<file path="src/rtl/rdd_pkg.sv">
// ----------------------------------------------------------------------------
// rdd_pkg: shared types and constants of the recurring decimal divider
// Widths, result kind codes, controller states and the command and status
// bundles between controller and datapath.
// ----------------------------------------------------------------------------
package rdd_pkg;

    localparam int MAX_DEN_DEF = 64;
    localparam int NUM_W_DEF   = 16;
    localparam int DEN_W       = 7;
    localparam int VALUE_W     = 16;
    localparam int KIND_W      = 2;
    localparam int DIGIT_W     = 4;
    localparam int RADIX       = 10;

    typedef enum logic [KIND_W-1:0] {
        KIND_INT   = 2'd0,
        KIND_DIGIT = 2'd1,
        KIND_ERR   = 2'd2
    } t_kind;

    typedef enum logic [3:0] {
        S_IDLE,
        S_ERR,
        S_DIV,
        S_INT,
        S_DIGIT,
        S_CAPTURE,
        S_RD,
        S_EMIT
    } t_state;

    typedef struct packed {
        logic load;
        logic div_step;
        logic dig_step;
        logic take_start;
        logic rd_first;
        logic rd_next;
        logic emit_int;
        logic emit_dig;
        logic emit_err;
    } t_cmd;

    typedef struct packed {
        logic den_bad;
        logic div_last;
        logic rem_zero;
        logic seen_hit;
        logic emit_last;
        logic out_free;
    } t_stat;

endpackage

</file>
<file path="src/rtl/rdd_ram.sv">
// ----------------------------------------------------------------------------
// rdd_ram: generic single-write, single-read RAM
// One write port and one read port with registered read data; the read
// data holds while no read is enabled.
// ----------------------------------------------------------------------------
module rdd_ram #(
    parameter int WIDTH = 8,
    parameter int DEPTH = 64,
    localparam int AW   = $clog2(DEPTH)
) (
    input  logic             i_clk,
    input  logic             i_we,
    input  logic [AW-1:0]    i_waddr,
    input  logic [WIDTH-1:0] i_wdata,
    input  logic             i_re,
    input  logic [AW-1:0]    i_raddr,
    output logic [WIDTH-1:0] o_rdata
);

    logic [WIDTH-1:0] r_mem [DEPTH];
    logic [WIDTH-1:0] r_rdata;

    always_ff @(posedge i_clk) begin
        if (i_we) begin
            r_mem[i_waddr] <= i_wdata;
        end
        if (i_re) begin
            r_rdata <= r_mem[i_raddr];
        end
    end

    assign o_rdata = r_rdata;

endmodule

</file>
<file path="src/rtl/rdd_datapath.sv">
// ----------------------------------------------------------------------------
// rdd_datapath: arithmetic and storage of the recurring decimal divider
// Bit-serial integer divider, combinational decimal digit step, seen-remainder
// flags and position table, digit buffer and the output word register.
// ----------------------------------------------------------------------------
module rdd_datapath import rdd_pkg::*; #(
    parameter int MAX_DEN = MAX_DEN_DEF,
    parameter int NUM_W   = NUM_W_DEF
) (
    input  logic               i_clk,
    input  logic               i_rst_n,
    input  logic [NUM_W-1:0]   i_numerator,
    input  logic [DEN_W-1:0]   i_denominator,
    input  t_cmd               i_cmd,
    output t_stat              o_stat,
    input  logic               i_out_ready,
    output logic               o_out_valid,
    output logic [KIND_W-1:0]  o_kind,
    output logic [VALUE_W-1:0] o_value,
    output logic               o_repeat_start,
    output logic               o_repeat_end,
    output logic               o_last
);

    localparam int IDX_W  = $clog2(MAX_DEN);
    localparam int CNT_W  = $clog2(NUM_W);
    localparam int QW     = (NUM_W > VALUE_W) ? NUM_W : VALUE_W;
    localparam int PROD_W = DEN_W + 4;

    // one decimal digit of 10*r / den, with the new remainder, by four trial subtracts
    function automatic logic [DIGIT_W+DEN_W-1:0] digit_step(
        input logic [DEN_W-1:0] rem,
        input logic [DEN_W-1:0] den
    );
        logic [PROD_W-1:0]  acc;
        logic [PROD_W-1:0]  trial;
        logic [DIGIT_W-1:0] q;
        acc = PROD_W'(rem) * PROD_W'(RADIX);
        q   = '0;
        for (int k = DIGIT_W - 1; k >= 0; k--) begin
            trial = PROD_W'(den) << k;
            if (acc >= trial) begin
                acc  = acc - trial;
                q[k] = 1'b1;
            end
        end
        return {q, acc[DEN_W-1:0]};
    endfunction

    logic [NUM_W-1:0]   r_num;
    logic [DEN_W-1:0]   r_den;
    logic [DEN_W-1:0]   r_rem;
    logic [CNT_W-1:0]   r_bits;
    logic [IDX_W-1:0]   r_count;
    logic [IDX_W-1:0]   r_idx;
    logic [IDX_W-1:0]   r_start;
    logic               r_repeating;
    logic [MAX_DEN-1:0] r_seen;

    logic               r_out_valid;
    logic [KIND_W-1:0]  r_kind;
    logic [VALUE_W-1:0] r_value;
    logic               r_rs;
    logic               r_re;
    logic               r_last;

    logic [DEN_W-1:0]   div_shift;
    logic               div_ge;
    logic [DEN_W-1:0]   div_rem;
    logic [DIGIT_W-1:0] dig_q;
    logic [DEN_W-1:0]   dig_rem;
    logic [IDX_W-1:0]   rem_idx;
    logic [QW-1:0]      q_ext;
    logic [VALUE_W-1:0] q_val;
    logic               emit_last;
    logic               out_free;
    logic [IDX_W-1:0]   seen_rdata;
    logic [DIGIT_W-1:0] dig_rdata;
    logic               dig_re;
    logic [IDX_W-1:0]   dig_raddr;

    // restoring division, one quotient bit per cycle shifted into r_num
    assign div_shift = {r_rem[DEN_W-2:0], r_num[NUM_W-1]};
    assign div_ge    = div_shift >= r_den;
    assign div_rem   = div_ge ? div_shift - r_den : div_shift;

    assign {dig_q, dig_rem} = digit_step(r_rem, r_den);
    assign rem_idx          = r_rem[IDX_W-1:0];

    assign q_ext = QW'(r_num);
    assign q_val = ((q_ext >> VALUE_W) != '0) ? '1 : q_ext[VALUE_W-1:0];

    assign emit_last = r_idx == (r_count - IDX_W'(1));
    assign out_free  = !r_out_valid || i_out_ready;

    assign dig_re    = i_cmd.rd_first || i_cmd.rd_next;
    assign dig_raddr = i_cmd.rd_first ? '0 : r_idx + IDX_W'(1);

    assign o_stat.den_bad   = (i_denominator == '0) || (i_denominator > DEN_W'(MAX_DEN));
    assign o_stat.div_last  = r_bits == CNT_W'(NUM_W - 1);
    assign o_stat.rem_zero  = r_rem == '0;
    assign o_stat.seen_hit  = r_seen[rem_idx];
    assign o_stat.emit_last = emit_last;
    assign o_stat.out_free  = out_free;

    rdd_ram #(
        .WIDTH (IDX_W),
        .DEPTH (MAX_DEN)
    ) u_seen_pos (
        .i_clk   (i_clk),
        .i_we    (i_cmd.dig_step),
        .i_waddr (rem_idx),
        .i_wdata (r_count),
        .i_re    (1'b1),
        .i_raddr (rem_idx),
        .o_rdata (seen_rdata)
    );

    rdd_ram #(
        .WIDTH (DIGIT_W),
        .DEPTH (MAX_DEN)
    ) u_digits (
        .i_clk   (i_clk),
        .i_we    (i_cmd.dig_step),
        .i_waddr (r_count),
        .i_wdata (dig_q),
        .i_re    (dig_re),
        .i_raddr (dig_raddr),
        .o_rdata (dig_rdata)
    );

    // working registers
    always_ff @(posedge i_clk) begin
        if (i_cmd.load) begin
            r_num   <= i_numerator;
            r_den   <= i_denominator;
            r_rem   <= '0;
            r_bits  <= '0;
            r_count <= '0;
        end else if (i_cmd.div_step) begin
            r_num  <= {r_num[NUM_W-2:0], div_ge};
            r_rem  <= div_rem;
            r_bits <= r_bits + CNT_W'(1);
        end else if (i_cmd.dig_step) begin
            r_rem   <= dig_rem;
            r_count <= r_count + IDX_W'(1);
        end
        if (i_cmd.take_start) begin
            r_start <= seen_rdata;
        end
        if (dig_re) begin
            r_idx <= dig_raddr;
        end
    end

    // per-item flags
    always_ff @(posedge i_clk) begin
        if (!i_rst_n) begin
            r_seen      <= '0;
            r_repeating <= 1'b0;
        end else if (i_cmd.load) begin
            r_seen      <= '0;
            r_repeating <= 1'b0;
        end else begin
            if (i_cmd.dig_step) begin
                r_seen[rem_idx] <= 1'b1;
            end
            if (i_cmd.take_start) begin
                r_repeating <= 1'b1;
            end
        end
    end

    // output word register
    always_ff @(posedge i_clk) begin
        if (!i_rst_n) begin
            r_out_valid <= 1'b0;
        end else if (i_cmd.emit_int || i_cmd.emit_dig || i_cmd.emit_err) begin
            r_out_valid <= 1'b1;
        end else if (i_out_ready) begin
            r_out_valid <= 1'b0;
        end
    end

    always_ff @(posedge i_clk) begin
        if (i_cmd.emit_err) begin
            r_kind  <= KIND_ERR;
            r_value <= '0;
            r_rs    <= 1'b0;
            r_re    <= 1'b0;
            r_last  <= 1'b1;
        end else if (i_cmd.emit_int) begin
            r_kind  <= KIND_INT;
            r_value <= q_val;
            r_rs    <= 1'b0;
            r_re    <= 1'b0;
            r_last  <= o_stat.rem_zero;
        end else if (i_cmd.emit_dig) begin
            r_kind  <= KIND_DIGIT;
            r_value <= VALUE_W'(dig_rdata);
            r_rs    <= r_repeating && (r_idx == r_start);
            r_re    <= r_repeating && emit_last;
            r_last  <= emit_last;
        end
    end

    assign o_out_valid    = r_out_valid;
    assign o_kind         = r_kind;
    assign o_value        = r_value;
    assign o_repeat_start = r_rs;
    assign o_repeat_end   = r_re;
    assign o_last         = r_last;

endmodule

</file>
<file path="config.mk">
export PLATFORM = sky130hd
export DESIGN_NAME = rdd_datapath
export DESIGN_NICKNAME = d
export VERILOG_FILES = /design/src/rtl/rdd_pkg.sv /design/src/rtl/rdd_ram.sv /design/src/rtl/rdd_datapath.sv
export SDC_FILE = /design/constraint.sdc
export NUM_CORES = 1
export LEC_CHECK = 0
export ABC_AREA = 1
export BUFFER_PORTS_ARGS = -buffer_cell sky130_fd_sc_hd__buf_2
export CAP_MARGIN = 30
export CORE_UTILIZATION = 28
export DETAILED_ROUTE_END_ITERATION = 16
export GPL_TIMING_DRIVEN = 0
export HOLD_SLACK_MARGIN = 0.1
export PLACE_DENSITY_LB_ADDON = 0.2
export SETUP_SLACK_MARGIN = 0.2
export SLEW_MARGIN = 25
export SYNTH_ARGS = -nofsm -noshare
export SYNTH_HDL_FRONTEND = slang
export SYNTH_SLANG_ARGS = --single-unit
export TNS_END_PERCENT = 1
</file>
<file path="constraint.sdc">
create_clock -name i_clk -period 11.8 [get_ports i_clk]
set_clock_uncertainty 0.15 [all_clocks]
set_input_delay 2.36 -clock i_clk [delete_from_list [all_inputs] [get_ports i_clk]]
set_output_delay 2.36 -clock i_clk [all_outputs]
set_load 0.03 [all_outputs]
</file>
==> out/qor.csv <==
metric,value,unit
Fmax,0.0939,GHz
register area share after synthesis,0.691,
share of layout cells above drive strength 1,0.102,
clock sinks,789,
CTS Buffer Depth,3,
max-slew violation count,0,
Lkg Pwr,13.0,nW
Crit path required time,11840,ps
Worst-Skew Late Latency,660,ps
Die X,344,um
area fraction of the dominant cell type after synthesis,0.624,
combinational share of power,0.369,
via count,22800,
Iteration-0 DRC Markers,2389,
FF/Latch Area,0.0226,mm^2
total gr overflow,0,
die area,0.118,mm^2
Total GRT Usage,0.186,
Post-synth top flop,edfxtp_1,
unrepaired setup endpoints after global routing,yes,
final setup vio count,0,
synth unique cells,51,
Post-synth EDFFs,679,
metal3 WL,7080,um
syn_area_per_cell,12.1,um^2
num ports,63,
Post-Syn Area,0.0327,mm^2
VDD IR max,405,uV
crit-path leading delay family,simple AND/OR/NAND/NOR gates,
CTS H-tree depth,3,
CTS root buf,clkbuf_16,
setup ws final,1150,ps
"most used cell, CP",nand2_1,
most frequent cell after synthesis,edfxtp_1,
"Setup Fix Bufs, Post-CTS",0,
"top cells by count, synth","edfxtp_1 (679), nor2_1 (439), nand2_1 (346)",
drt wl/cell,25.0,um
total number of yosys warnings,0,
Post-Route WL,112000,um
Post-Syn Instances,2707,
CP max stage delay,680,ps
met2 routed WL,51000,um
CP endpoint kind,register,
global placement routability congestion,0.854,
"Slowest-stage cell, CP",dfxtp_1,
switch share,0.384,
Final Cycle Share,0.903,
vias in the first global route,21600,
cell taking the most area after synthesis,edfxtp_1,
outcome,"finished, final reports clean",
maxcap violations,0,
row count,124,
Power Total,0.0102,W
worst hold path class,reg -> reg,
Relative slew margins,0.290,
hpwl dp,74200,um
fin util,0.333,
WL met1,50700,um
Layout Nets,2978,
Post-Syn Nets,2797,
"Buf+Inv Stages, Crit Path",6,
pre-CTS setup slack,-49.2,ps
multi-input logic area,0.00908,mm^2
Seq pwr share,0.360,
Clock transition at path regs,60,ps
Net Switching,0.00391,W
"Arr. time, crit path",10690,ps
first-pass GRT wire length,158000,um
internal power,0.00627,W
Initial Util,0.284,
number of port buffers,60,
"Hold Vio Cnt, Final",0,
Layout fillers,11600,
cts hold-fix bufs,0,
DRC,0,
asr flop ratio synth,0,
crit start category,register,
post-synthesis register bit count,789,
P&R area growth vs syn,17.1,%
Crit Path Max Fanout,67,
clock network power share,0.270,
synth top area cells,"edfxtp_1 (62%), dfxtp_1 (6.7%), nor2_1 (5.0%)",
CTS tree,yes,
minimum clock period,10650,ps
Die Ht,344,um
PwrDens,266,mW/mm^2
Slew @ Worst Pin,1060,ps
core area,0.115,mm^2
ANT nets after route,0,
top routing layer in use,met5,
largest net degree at the start of global routing,71,
initial antenna violation count,2,
CP Class,reg -> reg,
drt first pass iters,5,
Num CTS Buffers,86,
post-DR vias/cell,5.09,
-- cell usage in the layout (no fill, tap or decap), types with 7 or more instances in the layout --
cell / instances
nor3_1: 21
clkinv_2: 15
ha_1: 49
o211ai_1: 16
a21oi_1: 63
a22o_1: 45
clkbuf_2: 21
edfxtp_1: 679
xor2_1: 20
nor3_2: 8
nand4_1: 72
clkbuf_16: 90
nand3_1: 72
buf_6: 12
dfxtp_1: 104
a32o_1: 12
clkinv_1: 16
nor4_1: 7
nand2_2: 11
o221ai_1: 47
nand3_2: 7
buf_2: 65
o21ai_0: 188
xnor2_1: 15
nor2_1: 439
a221oi_1: 55
nand2_1: 346
a31oi_1: 7
clkbuf_1: 121
a22oi_1: 72
bufinv_16: 8
inv_1: 140
o22ai_1: 19
-- cell families after synthesis --
logic type	after synthesis	share of synthesized area
simple gates	1004	0.132
flops	789	0.691
compound gates	544	0.112
buf+inv	280	0.0333
fa+ha+maj	55	0.0224
xor+xnor	35	0.00938
-- registers in the layout (all words and copies together), names as in the netlist, 2 cells and up --
name,flops
u_digits.r_mem,256
r_idx,6
u_seen_pos.o_rdata,6
o_value,16
r_start,6
u_seen_pos.r_mem,384
r_rem,7
r_den,7
q_ext,16
r_seen,64
u_digits.o_rdata,4
o_kind,2
r_count,6
r_bits,4
-- routing by layer --
metal	global-route usage	vias to the layer above
li1	-	10300
met5	0	-
met3	0.0301	166
met4	0.0534	2
met2	0.295	857
met1	0.262	11400
-- per-stage QoR --
| step | hold WS [ps] | setup TNS, ps | std cells | cell area [um^2] |
|---|---|---|---|---|
| 3_3_place_gp | 242 | -13660 | 4279 | 34900 |
| 6_report | 252 | 0 | 4473 | 38300 |
| 3_5_place_dp | 239 | -124 | 4305 | 35300 |
| 4_1_cts | 243 | 0 | 4466 | 38200 |
| 5_1_grt | 250 | 0 | 4473 | 38300 |
| 2_1_floorplan | 236 | 0 | 2707 | 32700 |
-- final cells by class --
type	instances	area share
inverter	153	0.0153
tap	1512	0.0494
antenna	1	0.0000654
buffer	127	0.0138
clock buffer	117	0.0625
clock inverter	43	0.0118
timing repair buffer	91	0.0190
sequential	789	0.591
multi-input combinational	1640	0.237
-- power groups by stage --
stage | Clock (W) | Sequential [W] | Combinational (W)
6_report | 0.00275 | 0.00367 | 0.00376
4_1_cts | 0.00279 | 0.00368 | 0.00365
5_1_grt | 0.00289 | 0.00368 | 0.00415
3_5_place_dp | 0 | 0.00375 | 0.00352
3_3_place_gp | 0 | 0.00377 | 0.00346
2_1_floorplan | 0 | 0.00372 | 0.00227
-- worst paths after layout --
kind | slack (ps) | start | depth (start not counted) | endpoint
worst max-delay path | 1150 | r_rem[3] | 52 | u_digits.r_mem[32][0]
worst min-delay path | 250 | u_seen_pos.o_rdata[1] | 0 | r_start[1]
worst max register to register | 1150 | r_rem[3] | 52 | u_digits.r_mem[32][0]
worst min register to register | 250 | u_seen_pos.o_rdata[1] | 0 | r_start[1]
-- what timing repair did --
action	in CTS	in global routing
gates cloned	1	1
setup endpoints to repair	71	70
resized for setup	1	1
Power figures use the tool's default switching activity.
