<file path="src/rtl/rdd_pkg.sv">
// ----------------------------------------------------------------------------
// rdd_pkg: shared types and constants of the recurring decimal divider
// Widths, result kind codes, controller states and the command and status
// bundles between controller and datapath.
// ----------------------------------------------------------------------------
package rdd_pkg;

    localparam int MAX_DEN_DEF = 64;
    localparam int NUM_W_DEF   = 16;
    localparam int DEN_W       = 7;
    localparam int VALUE_W     = 16;
    localparam int KIND_W      = 2;
    localparam int DIGIT_W     = 4;
    localparam int RADIX       = 10;

    typedef enum logic [KIND_W-1:0] {
        KIND_INT   = 2'd0,
        KIND_DIGIT = 2'd1,
        KIND_ERR   = 2'd2
    } t_kind;

    typedef enum logic [3:0] {
        S_IDLE,
        S_ERR,
        S_DIV,
        S_INT,
        S_DIGIT,
        S_CAPTURE,
        S_RD,
        S_EMIT
    } t_state;

    typedef struct packed {
        logic load;
        logic div_step;
        logic dig_step;
        logic take_start;
        logic rd_first;
        logic rd_next;
        logic emit_int;
        logic emit_dig;
        logic emit_err;
    } t_cmd;

    typedef struct packed {
        logic den_bad;
        logic div_last;
        logic rem_zero;
        logic seen_hit;
        logic emit_last;
        logic out_free;
    } t_stat;

endpackage

</file>
<file path="src/rtl/rdd_ctrl.sv">
// ----------------------------------------------------------------------------
// rdd_ctrl: sequencer of the recurring decimal divider
// Steps one item through integer division, digit generation with repeat
// detection, and emission of the buffered digits.
// ----------------------------------------------------------------------------
module rdd_ctrl import rdd_pkg::*; (
    input  logic  i_clk,
    input  logic  i_rst_n,
    input  logic  i_in_valid,
    output logic  o_in_ready,
    input  t_stat i_stat,
    output t_cmd  o_cmd
);

    t_state r_state;
    t_state n_state;

    always_ff @(posedge i_clk) begin
        if (!i_rst_n) begin
            r_state <= S_IDLE;
        end else begin
            r_state <= n_state;
        end
    end

    always_comb begin
        n_state    = r_state;
        o_cmd      = '0;
        o_in_ready = 1'b0;
        unique case (r_state)
            S_IDLE: begin
                o_in_ready = 1'b1;
                if (i_in_valid) begin
                    o_cmd.load = 1'b1;
                    n_state    = i_stat.den_bad ? S_ERR : S_DIV;
                end
            end
            S_ERR: begin
                if (i_stat.out_free) begin
                    o_cmd.emit_err = 1'b1;
                    n_state        = S_IDLE;
                end
            end
            S_DIV: begin
                o_cmd.div_step = 1'b1;
                if (i_stat.div_last) begin
                    n_state = S_INT;
                end
            end
            S_INT: begin
                if (i_stat.out_free) begin
                    o_cmd.emit_int = 1'b1;
                    n_state        = i_stat.rem_zero ? S_IDLE : S_DIGIT;
                end
            end
            S_DIGIT: begin
                // zero remainder ends the expansion; a seen remainder closes a cycle
                priority if (i_stat.rem_zero) begin
                    n_state = S_RD;
                end else if (i_stat.seen_hit) begin
                    n_state = S_CAPTURE;
                end else begin
                    o_cmd.dig_step = 1'b1;
                end
            end
            S_CAPTURE: begin
                o_cmd.take_start = 1'b1;
                n_state          = S_RD;
            end
            S_RD: begin
                o_cmd.rd_first = 1'b1;
                n_state        = S_EMIT;
            end
            S_EMIT: begin
                if (i_stat.out_free) begin
                    o_cmd.emit_dig = 1'b1;
                    if (i_stat.emit_last) begin
                        n_state = S_IDLE;
                    end else begin
                        o_cmd.rd_next = 1'b1;
                    end
                end
            end
            default: begin
                n_state = S_IDLE;
            end
        endcase
    end

endmodule

</file>
<file path="config.mk">
export PLATFORM = sky130hd
export DESIGN_NAME = rdd_ctrl
export DESIGN_NICKNAME = d
export VERILOG_FILES = /design/src/rtl/rdd_pkg.sv /design/src/rtl/rdd_ctrl.sv
export SDC_FILE = /design/constraint.sdc
export NUM_CORES = 1
export LEC_CHECK = 0
export BUFFER_PORTS_ARGS = -buffer_cell sky130_fd_sc_hd__buf_4
export CAP_MARGIN = 30
export CELL_PAD_IN_SITES_DETAIL_PLACEMENT = 0
export CELL_PAD_IN_SITES_GLOBAL_PLACEMENT = 1
export CORE_AREA = 2 2 39 41
export CTS_BUF_LIST = sky130_fd_sc_hd__clkbuf_8
export CTS_CLUSTER_DIAMETER = 30
export DETAILED_ROUTE_END_ITERATION = 6
export DIE_AREA = 0 0 41 43
export PLACE_DENSITY_LB_ADDON = 0.1
export SYNTH_ARGS = -nofsm -noshare
export SYNTH_HDL_FRONTEND = slang
export SYNTH_SLANG_ARGS = --single-unit
</file>
<file path="constraint.sdc">
create_clock -name i_clk -period 1.4 [get_ports i_clk]
set_input_delay 0.21 -clock i_clk [delete_from_list [all_inputs] [get_ports i_clk]]
set_output_delay 0.21 -clock i_clk [all_outputs]
set_load 0.05 [all_outputs]
</file>
==> results of run 1 <==
per-layer routing:
| metal | part of all wire | routed length (µm) | global-route usage | vias up |
|---|---|---|---|---|
| met3 | 0.062 | 57 | 0.0314 | 0 |
| met2 | 0.52 | 474 | 0.172 | 14 |
| met5 | 0 | 0 | 0 | - |
| li1 | - | - | - | 214 |
| met1 | 0.42 | 386 | 0.161 | 176 |
| met4 | 0 | 0 | 0.0600 | 0 |
kinds of logic after synthesis:
| group | synth area share |
|---|---|
| AND/OR/NAND/NOR | 0.387 |
| multiplexers | 0.0902 |
| AO/OA/AOI/OAI | 0.256 |
| buffers and inverters | 0.0865 |
| flip-flops | 0.180 |
layout by cell type (no fill, tap or decap), types with 2 or more instances in the layout:
cell type,netlist,final
sky130_fd_sc_hd__buf_6,0,6
sky130_fd_sc_hd__mux2i_1,3,3
sky130_fd_sc_hd__inv_1,2,2
sky130_fd_sc_hd__nor3_2,0,2
sky130_fd_sc_hd__nand2_1,6,5
sky130_fd_sc_hd__buf_4,1,20
sky130_fd_sc_hd__nor2_1,7,5
sky130_fd_sc_hd__a21oi_1,2,2
sky130_fd_sc_hd__inv_2,1,2
sky130_fd_sc_hd__o211ai_1,2,2
sky130_fd_sc_hd__clkbuf_8,0,3
sky130_fd_sc_hd__nor3_4,0,2
sky130_fd_sc_hd__dfxtp_4,0,3
sky130_fd_sc_hd__buf_8,0,2
repair_timing:
item | 4_1_cts | 5_1_grt
setup endpoints to repair | 8 | 5
hold buffers | 0 | 0
gates resized for setup | 15 | 10
setup buffers | 3 | 2
pin swaps | 3 | 5
worst paths after layout:
path                     end
hold reg to reg   r_state[2]
hold / removal    r_state[2]
setup / recovery    o_cmd[8]
setup reg to reg  r_state[1]
worst reg2reg max path: cells and delay by family, from the launching register on:
kind	cells	cell delay (ns)
mux	1	0.20
buf+inv	1	0.15
flops	1	0.38
simple gates	1	0.25
compound gates	1	0.25
cell usage after synthesis:
master,instances
sky130_fd_sc_hd__nor2_1,7
sky130_fd_sc_hd__nand2_1,6
sky130_fd_sc_hd__nor3_1,4
sky130_fd_sc_hd__dfxtp_1,3
sky130_fd_sc_hd__mux2i_1,3
sky130_fd_sc_hd__a21oi_1,2
sky130_fd_sc_hd__buf_2,2
sky130_fd_sc_hd__inv_1,2
sky130_fd_sc_hd__o211ai_1,2
sky130_fd_sc_hd__a22oi_1,1
sky130_fd_sc_hd__a22oi_4,1
sky130_fd_sc_hd__and2_1,1
sky130_fd_sc_hd__and2b_1,1
sky130_fd_sc_hd__and3b_4,1
sky130_fd_sc_hd__buf_4,1
sky130_fd_sc_hd__inv_2,1
sky130_fd_sc_hd__nand3_1,1
sky130_fd_sc_hd__nand3b_2,1
sky130_fd_sc_hd__nand4b_1,1
sky130_fd_sc_hd__nor4b_1,1
sky130_fd_sc_hd__o21ai_0,1
sky130_fd_sc_hd__o311ai_4,1
stage by stage:
step	cells	total power, mW	utilization	hold WS (ns)
final	89	0.924	0.518	0.272
after global routing	89	0.980	0.518	0.292
after CTS	87	0.894	0.478	0.276
after detailed placement	81	0.599	0.405	0.498
after global placement	81	0.601	0.405	0.508
after floorplan	44	0.466	-	0.349
power by group:
| part | switching [mW] | total, mW | internal [mW] |
|---|---|---|---|
| Clock | 0.0551 | 0.242 | 0.186 |
| Sequential | 0.0318 | 0.141 | 0.109 |
| Combinational | 0.296 | 0.541 | 0.245 |
area by class of cell:
type | instances | area (µm²)
repair buffers | 28 | 248
fillers | 134 | 667
clock buffers | 3 | 41.3
clock inverters | 1 | 3.75
multi-input cells | 35 | 322
well taps | 16 | 20.0
inverters | 3 | 11.3
flip-flops and latches | 3 | 71.3
==> results.md, run 1 <==
- drc violations: 0
- final instance area: 717 µm²
- Area Overhead vs Synth: 115%
- launching element type of the critical path: flip-flop
- clock buffer depth: 2
- Fin. Hold Viols: 0
- pins over their slew limit: 0
- power per cell area: 1290 nW/µm²
- average via count per standard cell: 4.54
- register ranked first by flip-flop count: r_state
- synthesized cell area: 333 µm²
- category of the critical setup timing path: flip-flop to output port
- largest clock skew in the final design: 0.00318 ns
- boundary pin count: 19
- CP Depth: 4
- leakage power of the design: 0.339 nW
- clock slew at the register clock pins of the worst setup and hold paths: 0.03 ns
- worst path buffer plus inverter count: 2
- TNS Setup: 0 ns
- Seq cells post-synth: 3
- leading registers by flop count: r_state (3)
- kind of cell adding the most delay to the critical path: simple AND/OR/NAND/NOR gates
- worst-case vdd ir drop: 0.675 mV
- share of the clock period used by the worst path after layout: 0.994
- clock root buffer: sky130_fd_sc_hd__clkbuf_8
- vias in the first global route: 367
- htree depth: 1
- I/O Buffers: 18
- hold-critical path depth: 3
- total clock sinks: 3
- normalized max-slew margin: 0.839
- Setup WS pre-CTS: 0.0568 ns
- nature of the critical path endpoint: output port
- number of diodes added for antenna fixing: 0
- Final #Nets: 83
- first-pass GRT wire length: 1440 µm
- ordered list of cells on the worst path: buf_6, nor3_4, and2_4, buf_8
- Critical Path Slowest Stage Cell: sky130_fd_sc_hd__dfxtp_4
- type of the worst min-delay path: primary input to flip-flop
- GRT Overall Usage: 0.120
- setup slack of the most critical reg-to-reg path: 0.10 ns
- cell count of the worst reg-to-reg path: 4
- number of warning messages in the yosys log: 0
- result of the run: finished clean
- placer's final routability congestion estimate: 0.705
- clock buffer count from CTS: 3
- vertical extent of the die: 43 µm
- Max Clk Rate: 0.719 GHz
- total core area: 1380 µm²
- Die W: 41 µm
- Routed WL per cell: 10.3 µm
- starting density of the core: 0.241
- post-placement cell area: 561 µm²
- minimum clock period: 1.39 ns
- pin count of the biggest net entering global routing: 9
- CP required: 1.19 ns
- routed wire length: 918 µm
- crit path from: r_state[0]
- layout cell share with drive strength beyond 1: 0.685
- number of distinct library cells after synthesis: 22
- count of vias placed by the detailed router: 404
- number of antenna violations at the first check in global routing: 0
- length of the first detailed-routing pass in iterations: 2
- placed wire-length estimate: 735 µm
- final-report setup violation count: 0
- GRT Residual Overflow: 0
- share of synthesized area occupied by flip-flops and latches: 0.180
- arrival time reported for the critical path endpoint: 1.18 ns
- RSZ-0062 raised after global routing: true
- max reg flops: 3
- TritonCTS clock tree: yes
- number of DRC markers after the initial detailed-route iteration: 4
- total number of placement rows: 14
- clock insertion delay at the later pin of the skew report: 0.21 ns
- slew at the pin closest to its max-slew limit: 0.234 ns
- Yosys top cell by area: sky130_fd_sc_hd__dfxtp_1
- minimum setup slack in the final design: 0.00875 ns
- most area-consuming cells after synthesis: sky130_fd_sc_hd__dfxtp_1 (18%), sky130_fd_sc_hd__mux2i_1 (9.0%), sky130_fd_sc_hd__nor2_1 (7.9%)
- max-capacitance violation count: 0
- slowest stage delay, CP: 0.35 ns
- area of the die: 1760 µm²
- worst flop-to-flop path startpoint: r_state[1]
- Max FO, Critical Path: 5
- worst hold path startpoint: i_rst_n
- synthesized instance count: 44
- net count of the mapped netlist: 53
- portion of synthesized cell area occupied by the leading cell type: 0.180
- number of nets with antenna violations after detailed routing: 0
- synthesized area per cell: 7.56 µm²
No activity file was read; power rests on OpenSTA's default activity.
==> run 2, diff against run 1 <==
--- a/config.mk
+++ b/config.mk
@@ -10,11 +10,11 @@
 export CELL_PAD_IN_SITES_DETAIL_PLACEMENT = 0
 export CELL_PAD_IN_SITES_GLOBAL_PLACEMENT = 1
 export CORE_AREA = 2 2 39 41
-export CTS_BUF_LIST = sky130_fd_sc_hd__clkbuf_8
+export CTS_BUF_LIST = sky130_fd_sc_hd__clkbuf_4 sky130_fd_sc_hd__clkbuf_8 sky130_fd_sc_hd__clkbuf_16
 export CTS_CLUSTER_DIAMETER = 30
 export DETAILED_ROUTE_END_ITERATION = 6
 export DIE_AREA = 0 0 41 43
-export PLACE_DENSITY_LB_ADDON = 0.1
+export PLACE_DENSITY = 0.7
 export SYNTH_ARGS = -nofsm -noshare
 export SYNTH_HDL_FRONTEND = slang
 export SYNTH_SLANG_ARGS = --single-unit
==> run 2 against run 1 <==
Effect of this change: non-clock buffer count is 2 lower; clock-buffer cell count is 1 higher; critical path depth is 1 lower; largest power group unchanged; via count is 2.0% higher.
==> results.md, run 2 (synthesis gave the netlist of run 1 again) <==
- GRT Residual Overflow: 0
- nature of the critical path endpoint: output port
- max reg flops: 3
- total clock sinks: 3
- starting density of the core: 0.241
- leakage power of the design: 0.332 nW
- fraction of power consumed by sequential logic: 0.182
- final-report setup violation count: 0
- largest clock skew in the final design: 0.00200 ns
- vias in the first global route: 382
- Final #Nets: 81
- placed wire-length estimate: 734 µm
- slew at the pin closest to its max-slew limit: 0.244 ns
- commonest non-fill, non-tap cells in the layout: sky130_fd_sc_hd__buf_4 (17), sky130_fd_sc_hd__buf_6 (7), sky130_fd_sc_hd__nor2_1 (5), sky130_fd_sc_hd__nand2_1 (5), sky130_fd_sc_hd__clkbuf_4 (4)
- launching element type of the critical path: flip-flop
- CP required: 1.19 ns
- arrival time reported for the critical path endpoint: 1.18 ns
- cell occurring most often along the worst timing path: sky130_fd_sc_hd__buf_6
- RSZ-0062 raised after global routing: true
- slowest stage delay, CP: 0.35 ns
- clock buffer count from CTS: 3
- length of the first detailed-routing pass in iterations: 4
- first-pass GRT wire length: 1550 µm
- portion of total power attributed to the clock network: 0.205
- leading registers by flop count: r_state (3)
- most common cell after layout, fill and taps aside: sky130_fd_sc_hd__buf_4
- total core area: 1380 µm²
- boundary pin count: 19
- ordered list of cells on the worst path: buf_6, nor4b_4, buf_6
- Die W: 41 µm
- share of the clock period used by the worst path after layout: 0.991
- worst-case vdd ir drop: 0.509 mV
- Max FO, Critical Path: 6
- htree depth: 1
- max-capacitance violation count: 0
- TritonCTS clock tree: yes
- Fin. Hold Viols: 0
- clock root buffer: sky130_fd_sc_hd__clkbuf_4
- clock slew at the register clock pins of the worst setup and hold paths: 0.04 ns
- number of diodes added for antenna fixing: 0
- Post-Route Utilization: 0.495
- clock buffer depth: 2
- CTS hold repair buffers: 0
- pins over their slew limit: 0
- category of the critical setup timing path: flip-flop to output port
- number of inserted filler cells in the final layout: 146
- Max Clk Rate: 0.721 GHz
- routed wire length: 962 µm
- Area Overhead vs Synth: 106%
- share of total power in combinational logic: 0.613
- count of vias placed by the detailed router: 412
- clock insertion delay at the later pin of the skew report: 0.23 ns
- Routed WL per cell: 11.1 µm
- internal portion of total power: 0.461 mW
- type of the worst min-delay path: primary input to flip-flop
- number of nets with antenna violations after detailed routing: 0
- power after layout: 0.828 mW
- I/O Buffers: 18
- pin count of the biggest net entering global routing: 10
- number of DRC markers after the initial detailed-route iteration: 8
- Critical Path Slowest Stage Cell: sky130_fd_sc_hd__dfxtp_4
- total number of placement rows: 14
- area of the die: 1760 µm²
- result of the run: finished clean
- minimum clock period: 1.39 ns
- vertical extent of the die: 43 µm
- minimum hold slack: 0.253 ns
- average via count per standard cell: 4.74
- drc violations: 0
- power per cell area: 1210 nW/µm²
- register ranked first by flip-flop count: r_state
- layout cell share with drive strength beyond 1: 0.690
- GRT Overall Usage: 0.129
- switching share of power: 0.443
- number of antenna violations at the first check in global routing: 0
- normalized max-slew margin: 0.833
- placer's final routability congestion estimate: 0.739
- net switching power: 0.367 mW
==> run 2: layout make-up <==
type,instances,area (µm²),area share
clock buffers,4,30.0,0.0438
inverters,3,11.3,0.0164
multi-input cells,35,317,0.462
flip-flops and latches,3,71.3,0.104
well taps,16,20.0,0.0292
repair buffers,26,236,0.345
==> run 2: power by group through the flow <==
stage | combinational (mW) | sequential [mW] | clock, mW
after floorplan | 0.354 | 0.112 | 0
after global placement | 0.451 | 0.138 | 0
after detailed placement | 0.453 | 0.139 | 0
after CTS | 0.501 | 0.145 | 0.179
after global routing | 0.543 | 0.157 | 0.188
final | 0.508 | 0.151 | 0.170
==> run 2: metal layers <==
metal / track usage / part of all wire / vias to the layer above / wire length [µm]
met3: 0.0628 / 0.082 / 0 / 79
met1: 0.170 / 0.43 / 188 / 411
met4: 0.0200 / 0 / 0 / 0
met2: 0.188 / 0.49 / 14 / 471
li1: - / - / 210 / -
met5: 0 / 0 / - / 0
==> run 2: per-stage QoR <==
| stage | cells | setup slack, ns | setup TNS, ns | area (µm²) |
|---|---|---|---|---|
| 5_1_grt | 87 | -0.0461 | -0.107 | 686 |
| 2_1_floorplan | 44 | -0.210 | -1.09 | 378 |
| 3_3_place_gp | 81 | 0.103 | 0 | 561 |
| 3_5_place_dp | 81 | 0.0611 | 0 | 561 |
| 6_report | 87 | 0.0128 | 0 | 686 |
| 4_1_cts | 87 | -0.00607 | -0.00607 | 649 |
==> run 2: final timing paths <==
path / from / end / slack, ns / cells past startpoint
min reg2reg: r_state[0] / r_state[0] / 0.56 / 2
max: r_state[1] / o_cmd[0] / 0.01 / 3
max reg2reg: r_state[1] / r_state[0] / 0.07 / 4
min: i_rst_n / r_state[2] / 0.25 / 3
==> run 2: worst max-delay path: cells and delay by family (launching register included) <==
kind          cells  cell delay [ns]
simple gates      1             0.27
flops             1             0.35
buf+inv           2             0.32
==> run 2: what timing repair did <==
| item | CTS | global route |
|---|---|---|
| gates resized for setup | 16 | 9 |
| gates cloned | 0 | 0 |
| setup buffers | 2 | 0 |
| setup endpoints to repair | 9 | 7 |
| pin swaps | 3 | 3 |
==> run 3, diff against run 2 <==
--- a/config.mk
+++ b/config.mk
@@ -5,7 +5,7 @@
 export SDC_FILE = /design/constraint.sdc
 export NUM_CORES = 1
 export LEC_CHECK = 0
-export BUFFER_PORTS_ARGS = -buffer_cell sky130_fd_sc_hd__buf_4
+export BUFFER_PORTS_ARGS = -buffer_cell sky130_fd_sc_hd__buf_2
 export CAP_MARGIN = 30
 export CELL_PAD_IN_SITES_DETAIL_PLACEMENT = 0
 export CELL_PAD_IN_SITES_GLOBAL_PLACEMENT = 1
==> run 3 against run 2 <==
Effect of this change: critical path depth is 2 higher; utilization grew 2.6 points; fmax rose by 0.41%; first-iteration DRC count down 75%; via count increased by 2.4%; largest cell class unchanged; highest routed layer is now met4.
==> results.md, run 3 (synthesis gave the netlist of run 1 again) <==
- vertical extent of the die: 43 µm
- commonest non-fill, non-tap cells in the layout: sky130_fd_sc_hd__buf_4 (10), sky130_fd_sc_hd__buf_2 (9), sky130_fd_sc_hd__buf_6 (8)
- GRT Overall Usage: 0.144
- register ranked first by flip-flop count: r_state
- result of the run: finished clean
- clock insertion delay at the later pin of the skew report: 0.23 ns
- max-capacitance violation count: 0
- placer's final routability congestion estimate: 0.745
- routed wire length: 1040 µm
- minimum hold slack: 0.263 ns
- placed wire-length estimate: 720 µm
- launching element type of the critical path: flip-flop
- number of DRC markers after the initial detailed-route iteration: 2
- clock root buffer: sky130_fd_sc_hd__clkbuf_4
- starting density of the core: 0.241
- average via count per standard cell: 4.64
- share of the clock period used by the worst path after layout: 0.987
- pins over their slew limit: 0
- largest clock skew in the final design: 0.00281 ns
- critical path capture point: o_cmd[6]
- crit path from: r_state[0]
- Die W: 41 µm
- total core area: 1380 µm²
- leakage power of the design: 0.352 nW
- slew at the pin closest to its max-slew limit: 0.291 ns
- setup slack of the most critical reg-to-reg path: 0.07 ns
- final-report setup violation count: 0
- leading registers by flop count: r_state (3)
- minimum clock period: 1.38 ns
- vias in the first global route: 387
- Max FO, Critical Path: 5
- number of diodes added for antenna fixing: 0
- worst-case vdd ir drop: 0.481 mV
- RSZ-0062 raised after global routing: true
- drc violations: 0
- length of the first detailed-routing pass in iterations: 2
- layout cell share with drive strength beyond 1: 0.733
- Max Clk Rate: 0.724 GHz
- arrival time reported for the critical path endpoint: 1.17 ns
- total clock sinks: 3
- max reg flops: 3
- most common cell after layout, fill and taps aside: sky130_fd_sc_hd__buf_4
- first-pass GRT wire length: 1650 µm
- TritonCTS clock tree: yes
- total number of placement rows: 14
- Routed WL per cell: 11.4 µm
- number of antenna violations at the first check in global routing: 0
- reg-to-reg endpoint: r_state[0]
- number of standard cells in the final layout excluding fillers: 91
- normalized max-slew margin: 0.805
- power per cell area: 1250 nW/µm²
- I/O Buffers: 18
- cell count of the worst reg-to-reg path: 6
- clock slew at the register clock pins of the worst setup and hold paths: 0.04 ns
- worst flop-to-flop path startpoint: r_state[1]
- nature of the critical path endpoint: output port
- clock buffer count from CTS: 3
- number of nets with antenna violations after detailed routing: 0
- GRT Residual Overflow: 0
- Final #Nets: 85
- CP required: 1.19 ns
- Area Overhead vs Synth: 117%
- CTS hold repair buffers: 0
- pin count of the biggest net entering global routing: 8
- clock buffer depth: 2
- area of the die: 1760 µm²
- type of the worst min-delay path: primary input to flip-flop
- Fin. Hold Viols: 0
- htree depth: 1
- category of the critical setup timing path: flip-flop to output port
- count of vias placed by the detailed router: 422
- power after layout: 0.905 mW
- boundary pin count: 19
- post-placement cell count: 82
- hold-critical path depth: 3
run 3: how the worst min path moves through the flow:
stage | startpoint | endpoint | slack, ns
floorplan | i_rst_n | r_state[2] | 0.35
global placement | i_rst_n | r_state[2] | 0.52
detailed placement | i_rst_n | r_state[2] | 0.51
CTS | i_rst_n | r_state[2] | 0.25
global route | i_rst_n | r_state[2] | 0.27
finish | i_rst_n | r_state[2] | 0.26
run 3: cell type report:
| class | instances | area, µm² |
|---|---|---|
| sequential | 3 | 66.3 |
| fill | 131 | 662 |
| multi-input combinational | 35 | 334 |
| timing repair buffer | 30 | 260 |
| tap | 16 | 20.0 |
| clock buffer | 4 | 30.0 |
| inverter | 3 | 11.3 |
run 3: worst max-delay path, stage by stage, from the launching register on:
cell                       delay (ns)
sky130_fd_sc_hd__dfxtp_4         0.35
sky130_fd_sc_hd__buf_6           0.13
sky130_fd_sc_hd__nor2_4          0.14
sky130_fd_sc_hd__nand3b_4        0.11
sky130_fd_sc_hd__inv_2           0.07
sky130_fd_sc_hd__buf_8           0.14
run 3: timing repair:
item                                    4_1_cts  5_1_grt
pin swaps                                     4        2
cloned                                        0        0
setup buffers                                 2        3
endpoints found under the setup margin       10       11
gates resized for setup                      29        9
run 3: power by group:
group	switching [mW]	total [mW]	leakage, nW	internal, mW
Combinational	0.328	0.603	0.308	0.275
Clock	0.0470	0.173	0.0184	0.126
Sequential	0.0203	0.129	0.0261	0.108
Total	0.395	0.905	0.352	0.510
run 3: metrics by stage:
stage | utilization | instance area (µm²) | setup WS, ns | setup TNS, ns
3_3_place_gp | 0.387 | 536 | 0.0873 | 0
6_report | 0.522 | 722 | 0.0184 | 0
4_1_cts | 0.482 | 667 | 0.00623 | 0
3_5_place_dp | 0.387 | 536 | 0.0483 | 0
5_1_grt | 0.522 | 722 | -0.0445 | -0.252
2_1_floorplan | - | 378 | -0.210 | -1.09
run 3: layer usage:
metal	share of wire	wire length (µm)	global-route usage	up-vias
met3	0.063	65	0.0314	2
li1	-	-	-	219
met1	0.41	424	0.157	185
met4	0.0096	10	0.120	0
met5	0	0	0	-
met2	0.52	537	0.222	16
